==> src/mpct_pkg.sv <==
// Shared types and constants for the mouse packet cursor tracker.
`timescale 1ns / 1ps

package mpct_pkg;

  // Command kinds carried on the result channel.
  localparam logic [1:0] KIND_ERASE  = 2'd0;
  localparam logic [1:0] KIND_DRAW   = 2'd1;
  localparam logic [1:0] KIND_REPORT = 2'd2;

  // Configuration register indexes.
  localparam logic [1:0] REG_DISPLAY_PRESENT = 2'd0;
  localparam logic [1:0] REG_SCREEN_WIDTH    = 2'd1;
  localparam logic [1:0] REG_SCREEN_HEIGHT   = 2'd2;

  // Button bits of the first packet byte.
  localparam int BTN_LEFT   = 0;
  localparam int BTN_RIGHT  = 1;
  localparam int BTN_MIDDLE = 2;

  localparam logic [11:0] COORD_MAX       = 12'd4095;
  localparam logic [5:0]  SIZE_MIN        = 6'd10;
  localparam logic [5:0]  SIZE_MAX        = 6'd50;
  localparam logic [5:0]  SIZE_STEP       = 6'd10;
  localparam logic [8:0]  COLOUR_NONE     = 9'd0;
  localparam logic [8:0]  COLOUR_PRESSED  = 9'd100;
  localparam logic [8:0]  COLOUR_RELEASED = 9'd500;

  // One complete mouse packet as queued between front and back.
  typedef struct packed {
    logic [2:0] buttons;
    logic [7:0] dx;
    logic [7:0] dy;
  } packet_t;

  // Configuration as seen by the back end.
  typedef struct packed {
    logic        display_present;
    logic [11:0] screen_width;
    logic [11:0] screen_height;
  } config_t;

  // One result beat.
  typedef struct packed {
    logic [1:0]  command_kind;
    logic [11:0] corner_x;
    logic [11:0] corner_y;
    logic [5:0]  square_size;
    logic [8:0]  fill_colour;
    logic        last_of_run;
  } result_t;

  typedef enum logic [2:0] {
    B_IDLE,
    B_CLAMP,
    B_ERASE,
    B_DRAW,
    B_REPORT
  } back_state_t;

endpackage

==> src/mpct_front.sv <==
// Front end: assembles incoming mouse bytes into three-byte packets.
`timescale 1ns / 1ps

module mpct_front (
  input  logic                 clk,
  input  logic                 rst,
  input  logic                 in_valid,
  output logic                 in_ready,
  input  logic [7:0]           in_byte,
  input  logic                 queue_full,
  output logic                 push,
  output mpct_pkg::packet_t    push_packet
);
  import mpct_pkg::*;

  localparam logic [1:0] POS_BUTTONS = 2'd0;
  localparam logic [1:0] POS_DX      = 2'd1;
  localparam logic [1:0] POS_DY      = 2'd2;

  logic [1:0] byte_position;
  logic [2:0] button_bits;
  logic [7:0] delta_x_byte;
  logic       accept;

  // Only the closing byte of a packet needs room in the queue.
  assign in_ready = (byte_position != POS_DY) || !queue_full;
  assign accept   = in_valid && in_ready;
  assign push     = accept && (byte_position == POS_DY);

  assign push_packet.buttons = button_bits;
  assign push_packet.dx      = delta_x_byte;
  assign push_packet.dy      = in_byte;

  always_ff @(posedge clk) begin
    if (rst) begin
      byte_position <= POS_BUTTONS;
      button_bits   <= 3'd0;
      delta_x_byte  <= 8'd0;
    end else if (accept) begin
      case (byte_position)
        POS_BUTTONS: begin
          button_bits   <= in_byte[2:0];
          byte_position <= POS_DX;
        end
        POS_DX: begin
          delta_x_byte  <= in_byte;
          byte_position <= POS_DY;
        end
        default: begin
          byte_position <= POS_BUTTONS;
        end
      endcase
    end
  end

endmodule

==> src/mpct_queue.sv <==
// Short packet queue that decouples the front end from the back end.
`timescale 1ns / 1ps

module mpct_queue #(
  parameter int DEPTH = 2
) (
  input  logic              clk,
  input  logic              rst,
  input  logic              push,
  input  mpct_pkg::packet_t push_packet,
  input  logic              pop,
  output mpct_pkg::packet_t pop_packet,
  output logic              full,
  output logic              empty
);
  import mpct_pkg::*;

  localparam int PTR_W = (DEPTH > 1) ? $clog2(DEPTH) : 1;
  localparam int CNT_W = $clog2(DEPTH + 1);
  localparam logic [PTR_W-1:0] PTR_LAST = PTR_W'(DEPTH - 1);
  localparam logic [CNT_W-1:0] CNT_FULL = CNT_W'(DEPTH);

  packet_t          entries [DEPTH];
  logic [PTR_W-1:0] wr_ptr;
  logic [PTR_W-1:0] rd_ptr;
  logic [CNT_W-1:0] count;

  assign full       = (count == CNT_FULL);
  assign empty      = (count == '0);
  assign pop_packet = entries[rd_ptr];

  always_ff @(posedge clk) begin
    if (push) begin
      entries[wr_ptr] <= push_packet;
    end
  end

  always_ff @(posedge clk) begin
    if (rst) begin
      wr_ptr <= '0;
      rd_ptr <= '0;
      count  <= '0;
    end else begin
      if (push) begin
        wr_ptr <= (wr_ptr == PTR_LAST) ? '0 : wr_ptr + 1'b1;
      end
      if (pop) begin
        rd_ptr <= (rd_ptr == PTR_LAST) ? '0 : rd_ptr + 1'b1;
      end
      if (push && !pop) begin
        count <= count + 1'b1;
      end else if (pop && !push) begin
        count <= count - 1'b1;
      end
    end
  end

endmodule

==> src/mpct_back.sv <==
// Back end: moves the cursor for each packet and issues the draw commands.
`timescale 1ns / 1ps

module mpct_back (
  input  logic              clk,
  input  logic              rst,
  input  mpct_pkg::config_t cfg,
  input  logic              queue_empty,
  input  mpct_pkg::packet_t pop_packet,
  output logic              pop,
  output logic              out_valid,
  input  logic              out_ready,
  output mpct_pkg::result_t out_result
);
  import mpct_pkg::*;

  back_state_t state;
  back_state_t state_next;

  logic [2:0]  pkt_buttons;
  logic [12:0] move_x;
  logic [12:0] move_y;
  logic [11:0] old_x;
  logic [11:0] old_y;
  logic [5:0]  old_size;
  logic [11:0] cursor_x;
  logic [11:0] cursor_y;
  logic [5:0]  cursor_size;

  logic        slot_free;
  logic        load;

  logic signed [13:0] sum_x;
  logic signed [13:0] sum_y;
  logic [13:0]        reach_x;
  logic [13:0]        reach_y;
  logic signed [13:0] room_x;
  logic signed [13:0] room_y;
  logic [11:0]        sat_x;
  logic [11:0]        sat_y;
  logic [11:0]        fit_x;
  logic [11:0]        fit_y;
  logic [6:0]         size_dn;
  logic [6:0]         size_up;
  logic [5:0]         size_new;

  assign slot_free = !out_valid || out_ready;

  // Raw move, floored at zero.
  assign sum_x = $signed({2'b00, cursor_x}) + 14'(signed'(pop_packet.dx));
  assign sum_y = $signed({2'b00, cursor_y}) - 14'(signed'(pop_packet.dy));

  // Edge fit against the old square size.
  assign reach_x = {1'b0, move_x} + {8'd0, cursor_size};
  assign reach_y = {1'b0, move_y} + {8'd0, cursor_size};
  assign room_x  = $signed({2'b00, cfg.screen_width})  - $signed({8'd0, cursor_size});
  assign room_y  = $signed({2'b00, cfg.screen_height}) - $signed({8'd0, cursor_size});
  assign sat_x   = move_x[12] ? COORD_MAX : move_x[11:0];
  assign sat_y   = move_y[12] ? COORD_MAX : move_y[11:0];

  always_comb begin
    if (reach_x > {2'b00, cfg.screen_width}) begin
      fit_x = room_x[13] ? 12'd0 : room_x[11:0];
    end else begin
      fit_x = sat_x;
    end
    if (reach_y > {2'b00, cfg.screen_height}) begin
      fit_y = room_y[13] ? 12'd0 : room_y[11:0];
    end else begin
      fit_y = sat_y;
    end
  end

  // Right shrinks, otherwise middle grows, within the size limits.
  assign size_dn = {1'b0, cursor_size} - {1'b0, SIZE_STEP};
  assign size_up = {1'b0, cursor_size} + {1'b0, SIZE_STEP};
  always_comb begin
    if (pkt_buttons[BTN_RIGHT]) begin
      size_new = (size_dn[6] || size_dn < {1'b0, SIZE_MIN}) ? SIZE_MIN : size_dn[5:0];
    end else if (pkt_buttons[BTN_MIDDLE]) begin
      size_new = (size_up > {1'b0, SIZE_MAX}) ? SIZE_MAX : size_up[5:0];
    end else begin
      size_new = cursor_size;
    end
  end

  always_comb begin
    state_next = state;
    unique case (state)
      B_IDLE: begin
        if (!queue_empty) state_next = B_CLAMP;
      end
      B_CLAMP: begin
        if (!cfg.display_present)        state_next = B_REPORT;
        else if (!pkt_buttons[BTN_LEFT]) state_next = B_ERASE;
        else                             state_next = B_DRAW;
      end
      B_ERASE: begin
        if (slot_free) state_next = B_DRAW;
      end
      B_DRAW, B_REPORT: begin
        if (slot_free) state_next = B_IDLE;
      end
      default: state_next = B_IDLE;
    endcase
  end

  always_comb begin
    pop  = 1'b0;
    load = 1'b0;
    unique case (state)
      B_IDLE:                    pop  = !queue_empty;
      B_CLAMP:                   ;
      B_ERASE, B_DRAW, B_REPORT: load = slot_free;
      default:                   ;
    endcase
  end

  always_ff @(posedge clk) begin
    if (rst) begin
      state <= B_IDLE;
    end else begin
      state <= state_next;
    end
  end

  always_ff @(posedge clk) begin
    if (pop) begin
      pkt_buttons <= pop_packet.buttons;
      move_x      <= sum_x[13] ? 13'd0 : sum_x[12:0];
      move_y      <= sum_y[13] ? 13'd0 : sum_y[12:0];
      old_x       <= cursor_x;
      old_y       <= cursor_y;
    end
    if (state == B_CLAMP) begin
      old_size <= cursor_size;
    end
  end

  always_ff @(posedge clk) begin
    if (rst) begin
      cursor_x    <= 12'd0;
      cursor_y    <= 12'd0;
      cursor_size <= SIZE_MIN;
    end else if (state == B_CLAMP) begin
      if (cfg.display_present) begin
        cursor_x    <= fit_x;
        cursor_y    <= fit_y;
        cursor_size <= size_new;
      end else begin
        cursor_x <= sat_x;
        cursor_y <= sat_y;
      end
    end
  end

  always_ff @(posedge clk) begin
    if (rst) begin
      out_valid <= 1'b0;
    end else if (load) begin
      out_valid <= 1'b1;
    end else if (out_ready) begin
      out_valid <= 1'b0;
    end
  end

  always_ff @(posedge clk) begin
    if (load) begin
      case (state)
        B_ERASE: begin
          out_result.command_kind <= KIND_ERASE;
          out_result.corner_x     <= old_x;
          out_result.corner_y     <= old_y;
          out_result.square_size  <= old_size;
          out_result.fill_colour  <= COLOUR_NONE;
          out_result.last_of_run  <= 1'b0;
        end
        B_DRAW: begin
          out_result.command_kind <= KIND_DRAW;
          out_result.corner_x     <= cursor_x;
          out_result.corner_y     <= cursor_y;
          out_result.square_size  <= cursor_size;
          out_result.fill_colour  <= pkt_buttons[BTN_LEFT] ? COLOUR_PRESSED
                                                           : COLOUR_RELEASED;
          out_result.last_of_run  <= 1'b1;
        end
        default: begin
          out_result.command_kind <= KIND_REPORT;
          out_result.corner_x     <= cursor_x;
          out_result.corner_y     <= cursor_y;
          out_result.square_size  <= cursor_size;
          out_result.fill_colour  <= COLOUR_NONE;
          out_result.last_of_run  <= 1'b1;
        end
      endcase
    end
  end

endmodule

==> src/mouse_packet_cursor_tracker_unit.sv <==
// Top level of the mouse packet cursor tracker.
`timescale 1ns / 1ps

// Mouse bytes enter one beat at a time on the slave stream and are grouped
// into three-byte packets (buttons, signed dx, signed dy). A byte is taken
// in every cycle; only the third byte of a packet waits, and only when the
// packet queue is full. Each packet then goes through the back end, which
// fetches it and applies the move, then fits the square to the screen and
// updates the size, then loads each result beat into its output register
// when that register is free. The back end can take the next packet only
// after the last beat of the current one is loaded, so the master side can
// stall it. Bytes are taken at one per cycle until the queue fills; after
// that the slave side waits on the back end as it pops packets.
// With a display present the block emits an erase beat for the old square
// (only when the left button is up) and then a draw beat for the new one;
// without a display it emits a single position report. The draw beat and
// the report carry tlast. Configuration registers are written through the
// plain write port, and the user must write them only while the block is
// idle (not enforced by the block); writes to unused indexes are ignored.
module mouse_packet_cursor_tracker_unit #(
  parameter int QUEUE_DEPTH = 2
) (
  input  logic        clk,
  input  logic        rst,
  // Slave stream: tdata holds packet_byte[7:0].
  input  logic        s_tvalid,
  output logic        s_tready,
  input  logic [7:0]  s_tdata,
  // Master stream: tdata holds corner_x[11:0], corner_y[23:12],
  // square_size[29:24], fill_colour[38:30], zero fill [39].
  output logic        m_tvalid,
  input  logic        m_tready,
  output logic [39:0] m_tdata,
  // tuser holds command_kind[1:0].
  output logic [1:0]  m_tuser,
  // tlast holds last_of_run.
  output logic        m_tlast,
  // Configuration write port.
  input  logic        cfg_we,
  input  logic [1:0]  cfg_index,
  input  logic [11:0] cfg_data
);
  import mpct_pkg::*;

  config_t cfg;
  packet_t push_packet;
  packet_t pop_packet;
  result_t result;
  logic    push;
  logic    pop;
  logic    queue_full;
  logic    queue_empty;

  // Configuration registers; the back end reads them when it fits each packet.
  always_ff @(posedge clk) begin
    if (rst) begin
      cfg.display_present <= 1'b1;
      cfg.screen_width    <= 12'd640;
      cfg.screen_height   <= 12'd480;
    end else if (cfg_we) begin
      case (cfg_index)
        REG_DISPLAY_PRESENT: cfg.display_present <= cfg_data[0];
        REG_SCREEN_WIDTH:    cfg.screen_width    <= cfg_data;
        REG_SCREEN_HEIGHT:   cfg.screen_height   <= cfg_data;
        default:             ;
      endcase
    end
  end

  // Front end collects bytes and hands complete packets to the queue.
  mpct_front u_front (
    .clk         (clk),
    .rst         (rst),
    .in_valid    (s_tvalid),
    .in_ready    (s_tready),
    .in_byte     (s_tdata),
    .queue_full  (queue_full),
    .push        (push),
    .push_packet (push_packet)
  );

  mpct_queue #(
    .DEPTH (QUEUE_DEPTH)
  ) u_queue (
    .clk         (clk),
    .rst         (rst),
    .push        (push),
    .push_packet (push_packet),
    .pop         (pop),
    .pop_packet  (pop_packet),
    .full        (queue_full),
    .empty       (queue_empty)
  );

  // Back end owns the cursor state and the result register.
  mpct_back u_back (
    .clk         (clk),
    .rst         (rst),
    .cfg         (cfg),
    .queue_empty (queue_empty),
    .pop_packet  (pop_packet),
    .pop         (pop),
    .out_valid   (m_tvalid),
    .out_ready   (m_tready),
    .out_result  (result)
  );

  assign m_tdata = {1'b0, result.fill_colour, result.square_size,
                    result.corner_y, result.corner_x};
  assign m_tuser = result.command_kind;
  assign m_tlast = result.last_of_run;

endmodule
==> config.mk <==
export PLATFORM = sky130hd
export DESIGN_NAME = mouse_packet_cursor_tracker_unit
export DESIGN_NICKNAME = d
export VERILOG_FILES = /design/src/mpct_pkg.sv /design/src/mpct_front.sv /design/src/mpct_queue.sv /design/src/mpct_back.sv /design/src/mouse_packet_cursor_tracker_unit.sv
export SDC_FILE = /design/constraint.sdc
export NUM_CORES = 1
export LEC_CHECK = 0
export BUFFER_PORTS_ARGS = -buffer_cell sky130_fd_sc_hd__buf_2
export CAP_MARGIN = 25
export CORE_MARGIN = 2
export CORE_UTILIZATION = 40
export CTS_BUF_LIST = sky130_fd_sc_hd__clkbuf_16
export CTS_CLUSTER_SIZE = 10
export DETAILED_ROUTE_END_ITERATION = 10
export PLACE_DENSITY = 0.62
export SLEW_MARGIN = 20
export SYNTH_ARGS = -nofsm -noshare
export SYNTH_HDL_FRONTEND = slang
export SYNTH_SLANG_ARGS = --single-unit
==> constraint.sdc <==
create_clock -name clk -period 11.11 [get_ports clk]
set_clock_uncertainty 0.1 [all_clocks]
set_input_delay 3.333 -clock clk [delete_from_list [all_inputs] [get_ports clk]]
set_output_delay 3.333 -clock clk [all_outputs]
set_load 0.05 [all_outputs]
==> summary.md, run 1 <==
| Metric | Value |
|---|---|
| Ratio of cells with drive above 1 in the final layout | `0.1321` |
| H-Tree Depth | `1` |
| PwrDens | `257.3 nW/um2` |
| Fin. max-slew vios | `0` |
| Initial Utilization | `0.4075` |
| DIE WIDTH | `169.9 um` |
| Post-CTS setup buffer count | `0` |
| Max IR drop VDD | `0.0001494 V` |
| CTS tree | `built` |
| Post-Syn Area per Cell | `10.38 um2` |
| Fmax | `0.2077 GHz` |
| Yosys reg bits | `206` |
| Vias per cell | `5.389` |
| Final WS setup | `6.296 ns` |
| Final setup viols | `0` |
| Clock sinks | `206` |
| Async S/R FF share, synth | `0` |
| Crit path from | `u_queue.count[0]` |
| PostCTS Resize Cnt | `0` |
| Starting DRC count in detailed routing | `553` |
| Leakage power | `4.842 nW` |
| HPWL reported at the end of detailed placement | `18250 um` |
| Global-route wire length before repair | `40140 um` |
| Final Hold Fails | `0` |
| Worst r2r dst | `u_back.cursor_y[10]` |
| Max Cap Violations | `0` |
| CP max FO | `5` |
| Fill cells | `2533` |
| N_diodes | `0` |
| Root buffer cell | `clkbuf_16` |
| Largest net degree at the start of global routing | `64` |
| Crit path max-delay cell type | `dfxtp_1` |
| Chip height | `169.9 um` |
| Port Buf Inserts | `67` |
| Worst reg-to-reg setup slack | `6.38 ns` |
| RSZ-0062 raised after global routing | `false` |
| Register area share after synthesis | `0.4926` |
| Vias in the first global route | `7619` |
| Hold path start | `u_front.delta_x_byte[3]` |
| CTS max path bufs | `3` |
| Place WS | `5.574 ns` |
| Die ar. | `28880 um2` |
| Remaining DRCs | `0` |
| Synth area leader | `edfxtp_1` |
| CTS Buf Count | `26` |
| Total Routing Usage GR | `0.1753` |
| Fin crit share | `0.4333` |
| TritonRoute pass-1 iters | `5` |
| Nets | `1231` |
| Top_reg_cell synth | `edfxtp_1` |
| Final Wtd Congestion | `0.8103` |
| Placed Area | `11670 um2` |
| Core ar. | `27030 um2` |
| Post-synth top area share | `0.3544` |
| Post-Syn Area | `11010 um2` |
| Setup TNS | `0 ns` |
| Cells along the critical path | `nand4bb_1 > buf_2` |
| I/O pins | `72` |
| Final Critical Period | `4.814 ns` |
| Wire per inst | `17.13 um` |
| Cell count after synthesis | `1061` |
| Vias | `7998` |
| Grt total ovfl | `0` |
| Crit start category | `flip-flop` |
| Slew @ Worst Pin | `0.9670 ns` |
| Commonest non-fill, non-tap cells in the layout | `edfxtp_1, nor2_1, nand2_1` |
| Min-Delay Path Class | `flip-flop to flip-flop` |
| Status | `finished clean` |
| Ys Warns | `0` |
| CP endpoint | `s_tready` |
| Worst r2r path cells | `15` |
| Relative slew slack | `0.3545` |
| Worst EP arrival | `1.38 ns` |
| Clock Pin Slew Worst Setup and Hold Paths | `0.05 ns` |
| Design area | `12470 um2` |
| Most common cell after layout, fill and taps aside | `edfxtp_1` |
| Post-synth EDFFs | `130` |
| Routed Wire Length | `25420 um` |
| Max incr delay on CP | `0.42 ns` |
| CP Capture Type | `output port` |
| Final ANT Viol Nets | `0` |
| CTS Hold Bufs | `0` |
| Row Count | `60` |
| Fin util | `0.4613` |
| WS Path Type | `flip-flop to output port` |
| Clock Latency Late Sink | `0.52 ns` |
| Synth cell types | `67` |
| Area growth syn-to-layout | `13.19%` |
| Top cells by area, synth | `edfxtp_1, dfxtp_1, ha_1` |
| R2R Path Start | `u_back.cursor_size[1]` |
| Antenna violations before repair | `0` |
| Total chip power | `3.207 mW` |
| Req. time, crit path | `7.68 ns` |
[per-layer routing]
| layer | vias to the layer above | GRT usage | share of wire |
|---|---|---|---|
| met5 | - | 0 | 0 |
| met4 | 0 | 0.04013 | 0.016 |
| met3 | 29 | 0.02814 | 0.054 |
| met2 | 157 | 0.2738 | 0.44 |
| met1 | 3833 | 0.2557 | 0.49 |
| li1 | 3979 | - | - |
[sequential cells by signal (all words and copies together), names as in the netlist, 8 cells and up, named ones only]
name and cells:
u_back.old_x 12, cfg 25, u_back.out_result 34, u_back.cursor_x 12, u_back.old_y 12, u_front.delta_x_byte 8, u_back.move_x 13, u_back.move_y 13
u_back.cursor_y 12, u_queue.entries 38
[report_power, final]
group / switching (mW) / internal [mW]
Clock: 0.304 / 0.447
Sequential: 0.174 / 1.06
Combinational: 0.739 / 0.486
Total: 1.22 / 1.99
[stage by stage]
stage | cells | hold slack, ns
finish | 1484 | 0.3612
global route | 1484 | 0.3788
CTS | 1482 | 0.3548
detailed placement | 1435 | 0.3425
global placement | 1434 | 0.3349
floorplan | 1068 | 0.3249
[worst max-delay path: cells and delay by family, from the launching register on]
kind | cells | cell delay, ns
flip-flops | 1 | 0.42
buffers and inverters | 1 | 0.27
AND/OR/NAND/NOR | 1 | 0.17
[how the worst min path moves through the flow]
| stage | slack, ns | end | depth (start not counted) |
|---|---|---|---|
| floorplan | 0.32 | u_queue.entries[0][16] | 0 |
| global placement | 0.33 | u_queue.entries[1][15] | 0 |
| detailed placement | 0.34 | u_queue.entries[1][11] | 0 |
| CTS | 0.35 | u_queue.entries[0][11] | 0 |
| global route | 0.38 | u_queue.entries[0][11] | 0 |
| finish | 0.36 | u_queue.entries[0][11] | 0 |
[final cells by class]
type | instances | area, um2 | area share
clock buffers | 28 | 700.7 | 0.05620
clock inverters | 19 | 77.57 | 0.006222
inverters | 54 | 202.7 | 0.01626
multi-input cells | 760 | 5211 | 0.4180
flip-flops and latches | 206 | 5425 | 0.4352
well taps | 341 | 426.7 | 0.03422
repair buffers | 76 | 422.9 | 0.03392
[cells in the mapped netlist (3+ instances only)]
cell type,instances
mux2i_1,26
a31oi_1,5
o211ai_1,16
nand4_1,13
nor2_1,105
or3_1,6
dfxtp_1,76
buf_4,9
nor3b_1,5
clkbuf_1,36
o31ai_1,8
nor3_1,21
nand2_1,96
xnor2_1,27
nand3_1,18
and3b_1,3
a221oi_1,9
a21o_1,9
xor2_1,21
a22o_1,5
o21a_1,12
inv_1,54
mux2_2,31
a211oi_1,12
a22oi_1,10
fa_1,6
a211o_1,8
and3_1,3
nand3b_1,4
ha_1,74
o21ai_0,47
nor4_1,5
or4_1,3
a21oi_1,77
nand2b_1,13
edfxtp_1,130
nor2b_1,15
o21bai_1,3
and2_1,5
[kinds of logic (layout without fill, tap and decap cells)]
family,after synthesis,after routing,synth area share
other,2,9,0.0006818
XOR/XNOR,48,48,0.03817
flip-flops,206,206,0.4926
AO/OA/AOI/OAI,242,242,0.1422
AND/OR/NAND/NOR,324,324,0.1373
adder cells (fa/ha/maj),80,80,0.09497
buffers and inverters,102,177,0.03874
multiplexers,57,57,0.05532
(Power assumes the default switching activity.)
==> run 2, diff against run 1 <==
==> constraint.sdc (replaced) <==
create_clock -name clk -period 4.5 [get_ports clk]
set_clock_uncertainty 0.1 [all_clocks]
set_input_delay 1.35 -clock clk [delete_from_list [all_inputs] [get_ports clk]]
set_output_delay 1.35 -clock clk [all_outputs]
set_load 0.05 [all_outputs]
==> summary.md, run 2 (synthesis gave the netlist of run 1 again) <==
| Metric | Value |
|---|---|
| Core ar. | `27030 um2 (unchanged)` |
| Antenna violations before repair | `0 (unchanged)` |
| Die ar. | `28880 um2 (unchanged)` |
| N_diodes | `0 (unchanged)` |
| Place WS | `0.3315 ns (was 5.574 ns)` |
| Biggest register | `u_queue.entries (unchanged)` |
| CTS max path bufs | `3 (unchanged)` |
| DIE WIDTH | `169.9 um (unchanged)` |
| Grt total ovfl | `0 (unchanged)` |
| Post-CTS setup buffer count | `0 (unchanged)` |
| Ratio of cells with drive above 1 in the final layout | `0.1380 (was 0.1321)` |
| Leakage power | `4.892 nW (was 4.842 nW)` |
| HPWL reported at the end of detailed placement | `18530 um (was 18250 um)` |
| Setup TNS | `0 ns (unchanged)` |
| Regs by FF count | `u_queue.entries (38), u_back.out_result (34), cfg (25) (unchanged)` |
| Vias in the first global route | `7711 (was 7619)` |
| Most common cell after layout, fill and taps aside | `edfxtp_1 (unchanged)` |
| CTS tree | `built (unchanged)` |
| Max incr delay on CP | `0.56 ns (was 0.42 ns)` |
| Routed Wire Length | `25540 um (was 25420 um)` |
| Worst EP arrival | `4.45 ns (was 1.38 ns)` |
| Nets | `1241 (was 1231)` |
| Final WS setup | `0.3496 ns (was 6.296 ns)` |
| Final ANT Viol Nets | `0 (unchanged)` |
| PwrDens | `634.7 nW/um2 (was 257.3 nW/um2)` |
| CP Capture Type | `flip-flop (was output port)` |
| Chip height | `169.9 um (unchanged)` |
| Row Count | `60 (unchanged)` |
| CP max FO | `16 (was 5)` |
| Relative slew slack | `0.3607 (was 0.3545)` |
| Cells along the critical path | `fa_1 > a211oi_1 > o21ai_0 > a21oi_1 > nor2_1 > xor2_1 > ha_1 > a211oi_1 > o21ai_0 > a21oi_1 > a22oi_1 > a221o_2 > or3_1 > a32o_1 (was nand4bb_1 > buf_2)` |
| Fin. max-slew vios | `0 (unchanged)` |
| Total Routing Usage GR | `0.1770 (was 0.1753)` |
| Worst path bufs/invs | `0 (was 1)` |
| Clock Latency Late Sink | `0.52 ns (about the same)` |
| Initial Utilization | `0.4075 (unchanged)` |
| Final Critical Period | `4.150 ns` |
| Remaining DRCs | `0 (unchanged)` |
| Total chip power | `7.940 mW (was 3.207 mW)` |
| Fin crit share | `0.9223` |
| Status | `finished clean (unchanged)` |
| Crit path depth | `14 (was 2)` |
| Wire per inst | `17.11 um (was 17.13 um)` |
| Largest net degree at the start of global routing | `38 (was 64)` |
| Crit start category | `flip-flop (unchanged)` |
| H-Tree Depth | `1 (unchanged)` |
| Root buffer cell | `clkbuf_16 (unchanged)` |
| Crit path max-delay cell type | `a221o_2 (was dfxtp_1)` |
| Clock Pin Slew Worst Setup and Hold Paths | `0.06 ns (was 0.05 ns)` |
| Number of flip-flops in the largest register | `38 (unchanged)` |
| Slew @ Worst Pin | `0.9521 ns (was 0.9670 ns)` |
| Starting DRC count in detailed routing | `683 (was 553)` |
| Global-route wire length before repair | `40800 um (was 40140 um)` |
| TritonRoute pass-1 iters | `5 (unchanged)` |
| Req. time, crit path | `4.80 ns (was 7.68 ns)` |
| Vias | `8073 (was 7998)` |
| Fill cells | `2484 (was 2533)` |
| Vias per cell | `5.407 (was 5.389)` |
| CTS Hold Bufs | `0 (unchanged)` |
| RSZ-0062 raised after global routing | `false (unchanged)` |
| Commonest non-fill, non-tap cells in the layout | `edfxtp_1, nor2_1, nand2_1 (unchanged)` |
| Final Hold Fails | `0 (unchanged)` |
| Final setup viols | `0 (unchanged)` |
| I/O pins | `72 (unchanged)` |
| Min-Delay Path Class | `flip-flop to flip-flop (unchanged)` |
| WS Path Type | `flip-flop to flip-flop (was flip-flop to output port)` |
| Top Family by Delay on Critical Path | `compound AO/OA/AOI/OAI gates (was flip-flops)` |
| Area growth syn-to-layout | `13.59% (was 13.19%)` |
| Clock sinks | `206 (unchanged)` |
| Fmax | `0.2409 GHz` |
| Port Buf Inserts | `67 (unchanged)` |
| Final Wtd Congestion | `0.9003 (was 0.8103)` |
| Worst r2r path cells | `14 (was 15)` |
| Hold Path Cell Cnt | `0 (unchanged)` |
| CTS Buf Count | `25 (was 26)` |
| Max IR drop VDD | `0.0003251 V (was 0.0001494 V)` |
| Max Cap Violations | `0 (unchanged)` |
[run 2: changes by cell type in the layout (fill, tap and decap cells not counted), moves of 2 or more]
cell | previous run | this run
buf_4 | 7 | 19
inv_1 | 67 | 70
clkbuf_16 | 28 | 26
clkinv_1 | 2 | 0
clkinv_2 | 2 | 0
[run 2: cell type report]
| cell class | count | area, um2 | area share |
|---|---|---|---|
| clock buffers | 26 | 650.6 | 0.05201 |
| clock inverters | 19 | 97.59 | 0.007801 |
| inverters | 54 | 202.7 | 0.01620 |
| multi-input cells | 760 | 5210 | 0.4164 |
| flip-flops and latches | 206 | 5425 | 0.4336 |
| well taps | 341 | 426.7 | 0.03410 |
| repair buffers | 87 | 498.0 | 0.03980 |
[run 2: per-stage QoR]
stage	util	instance area, um2	std cells	hold WS (ns)
floorplan	-	11040	1068	0.3249
global placement	0.4344	11740	1447	0.3351
detailed placement	0.4352	11760	1448	0.3401
CTS	0.4629	12510	1493	0.3571
global route	0.4629	12510	1493	0.3778
finish	0.4629	12510	1493	0.3579
[run 2: what timing repair did]
action                     4_1_cts  5_1_grt
setup endpoints to repair        0        1
hold endpoints to repair         0        0
gates resized for setup          0        1
[run 2: final timing paths]
kind                            slack [ns]                endpoint               startpoint
worst max-delay path                  0.35     u_back.cursor_y[10]         u_back.move_y[1]
worst min-delay path                  0.36  u_queue.entries[0][13]  u_front.delta_x_byte[5]
worst max register to register        0.35     u_back.cursor_y[10]         u_back.move_y[1]
worst min register to register        0.36  u_queue.entries[0][13]  u_front.delta_x_byte[5]
[run 2: per-layer routing]
layer | global-route usage | vias to the layer above | share of wire
met3 | 0.02512 | 30 | 0.046
li1 | - | 3989 | -
met1 | 0.2557 | 3886 | 0.50
met4 | 0.04013 | 0 | 0.015
met2 | 0.2823 | 168 | 0.44
met5 | 0 | - | 0
[run 2: power breakdown]
group	switching, mW	internal (mW)	total, mW
logic	1.89	1.23	3.12
clock network	0.741	1.08	1.83
registers	0.383	2.61	2.99
[run 2: worst reg2reg max path, stage by stage, from the launching register on]
cell      delay, ns
edfxtp_1       0.45
fa_1           0.48
a211oi_1       0.36
o21ai_0        0.15
a21oi_1        0.23
nor2_1         0.11
xor2_1         0.15
ha_1           0.20
a211oi_1       0.22
o21ai_0        0.13
a21oi_1        0.16
a22oi_1        0.15
a221o_2        0.56
or3_1          0.35
a32o_1         0.25
==> run 3, diff against run 2 <==
--- a/config.mk
+++ b/config.mk
@@ -7,6 +7,7 @@
 export LEC_CHECK = 0
 export BUFFER_PORTS_ARGS = -buffer_cell sky130_fd_sc_hd__buf_2
 export CAP_MARGIN = 25
+export CORE_ASPECT_RATIO = 2
 export CORE_MARGIN = 2
 export CORE_UTILIZATION = 40
 export CTS_BUF_LIST = sky130_fd_sc_hd__clkbuf_16
==> summary.md, run 3 (synthesis gave the netlist of run 1 again) <==
| Metric | Value |
|---|---|
| Status | `finished clean (unchanged)` |
| Port Buf Inserts | `67 (unchanged)` |
| Ratio of cells with drive above 1 in the final layout | `0.1347 (was 0.1380)` |
| Min-Delay Path Class | `flip-flop to flip-flop (unchanged)` |
| Commonest non-fill, non-tap cells in the layout | `edfxtp_1, nor2_1, nand2_1 (unchanged)` |
| CTS max path bufs | `3 (unchanged)` |
| Post-CTS setup buffer count | `0 (unchanged)` |
| Core ar. | `27330 um2 (was 27030 um2)` |
| Max IR drop VDD | `0.0003757 V (was 0.0003251 V)` |
| Regs by FF count | `u_queue.entries (38), u_back.out_result (34), cfg (25) (unchanged)` |
| Slew @ Worst Pin | `0.9447 ns (was 0.9521 ns)` |
| Initial Utilization | `0.4030 (was 0.4075)` |
| Relative slew slack | `0.3702 (was 0.3607)` |
| Grt total ovfl | `0 (unchanged)` |
| TritonRoute pass-1 iters | `5 (unchanged)` |
| PostCTS Resize Cnt | `0 (unchanged)` |
| Fin crit share | `0.8916 (was 0.9223)` |
| Largest net degree at the start of global routing | `63 (was 38)` |
| CP Capture Type | `flip-flop (unchanged)` |
| PwrDens | `630.3 nW/um2 (was 634.7 nW/um2)` |
| I/O pins | `72 (unchanged)` |
| Fin util | `0.4568 (was 0.4629)` |
| Worst EP arrival | `4.33 ns (was 4.45 ns)` |
| Clock Pin Slew Worst Setup and Hold Paths | `0.06 ns (about the same)` |
| Routed Wire Length | `26270 um (was 25540 um)` |
| Vias per cell | `5.376 (was 5.407)` |
| Final Critical Period | `4.012 ns (was 4.150 ns)` |
| CTS tree | `built (unchanged)` |
| H-Tree Depth | `1 (unchanged)` |
| Final Wtd Congestion | `0.8969 (was 0.9003)` |
| WS Path Type | `flip-flop to flip-flop (unchanged)` |
| Area growth syn-to-layout | `13.35% (was 13.59%)` |
| Wire per inst | `17.48 um (was 17.11 um)` |
| Row Count | `86 (was 60)` |
| Leakage power | `4.873 nW (was 4.892 nW)` |
| Crit start category | `flip-flop (unchanged)` |
| Clock sinks | `206 (unchanged)` |
| Root buffer cell | `clkbuf_16 (unchanged)` |
| Remaining DRCs | `0 (unchanged)` |
| Biggest register | `u_queue.entries (unchanged)` |
| Fin. max-slew vios | `0 (unchanged)` |
| Vias in the first global route | `8059 (was 7711)` |
| Die ar. | `28960 um2 (was 28880 um2)` |
| Max Cap Violations | `0 (unchanged)` |
| Hold Path Cell Cnt | `0 (unchanged)` |
| Final setup viols | `0 (unchanged)` |
| Req. time, crit path | `4.82 ns (was 4.80 ns)` |
| Global-route wire length before repair | `42210 um (was 40800 um)` |
| Setup TNS | `0 ns (unchanged)` |
| Worst r2r path cells | `12 (was 14)` |
| Nets | `1240 (was 1241)` |
| Final Hold Fails | `0 (unchanged)` |
| Antenna violations before repair | `0 (unchanged)` |
| Vias | `8080 (was 8073)` |
| Total Routing Usage GR | `0.1840 (was 0.1770)` |
| CTS Hold Bufs | `0 (unchanged)` |
| Fmax | `0.2492 GHz (was 0.2409 GHz)` |
| CP max FO | `11 (was 16)` |
| Most common cell after layout, fill and taps aside | `edfxtp_1 (unchanged)` |
| Clock Latency Late Sink | `0.53 ns (was 0.52 ns)` |
| N_diodes | `0 (unchanged)` |
| Chip height | `238.7 um (was 169.9 um)` |
| HPWL reported at the end of detailed placement | `19100 um (was 18530 um)` |
| Final ANT Viol Nets | `0 (unchanged)` |
| RSZ-0062 raised after global routing | `false (unchanged)` |
| Number of flip-flops in the largest register | `38 (unchanged)` |
| CTS Buf Count | `24 (was 25)` |
| Starting DRC count in detailed routing | `474 (was 683)` |
| DIE WIDTH | `121.3 um (was 169.9 um)` |
==> run 3: through the flow <==
| stage | instances | hold slack (ns) | power [mW] | setup WS (ns) | area [um2] |
|---|---|---|---|---|---|
| 6_report | 1503 | 0.3534 | 7.869 | 0.4877 | 12480 |
| 5_1_grt | 1503 | 0.3730 | 8.431 | 0.1040 | 12480 |
| 4_1_cts | 1501 | 0.3553 | 7.902 | 0.4854 | 12460 |
| 3_5_place_dp | 1457 | 0.3468 | 6.136 | 0.5070 | 11760 |
| 3_3_place_gp | 1456 | 0.3392 | 6.018 | 0.5760 | 11740 |
| 2_1_floorplan | 1068 | 0.3249 | 5.316 | 0.8552 | 11040 |
==> run 3: worst max-delay path: stages (launching register included) <==
cell      delay [ns]
dfxtp_1         0.58
ha_1            0.36
and3_1          0.20
a221oi_1        0.45
nor3b_1         0.16
xor2_1          0.18
ha_1            0.32
nand4_1         0.12
o41ai_1         0.37
a21oi_1         0.12
a21oi_2         0.44
a22oi_1         0.19
a221oi_1        0.32
==> run 3: final timing paths <==
| check | to | start | slack (ns) |
|---|---|---|---|
| setup reg to reg | u_back.cursor_x[5] | u_back.cursor_size[3] | 0.49 |
| hold reg to reg | u_queue.entries[1][15] | u_front.delta_x_byte[7] | 0.35 |
| hold / removal | u_queue.entries[1][15] | u_front.delta_x_byte[7] | 0.35 |
| setup / recovery | u_back.cursor_x[5] | u_back.cursor_size[3] | 0.49 |
==> run 3: area by class of cell <==
class	instances	area, um2
Inverter	54	202.7
Sequential cell	206	5425
Clock inverter	19	71.32
Clock buffer	25	625.6
Tap cell	352	440.4
Fill cell	2600	14850
Multi-Input combinational cell	760	5209
Timing Repair Buffer	87	510.5
==> run 3: metal layers <==
layer / up-vias / global-route usage / share of wire
li1: 3987 / - / -
met1: 3856 / 0.2351 / 0.43
met2: 176 / 0.3127 / 0.49
met3: 61 / 0.02529 / 0.041
met4: 0 / 0.07210 / 0.037
met5: - / 0 / 0
==> run 3: power breakdown <==
group	total, mW	switching (mW)	leakage [nW]	internal, mW
clock network	1.74	0.749	0.406	0.990
logic	3.15	1.90	2.64	1.25
registers	2.98	0.375	1.83	2.60
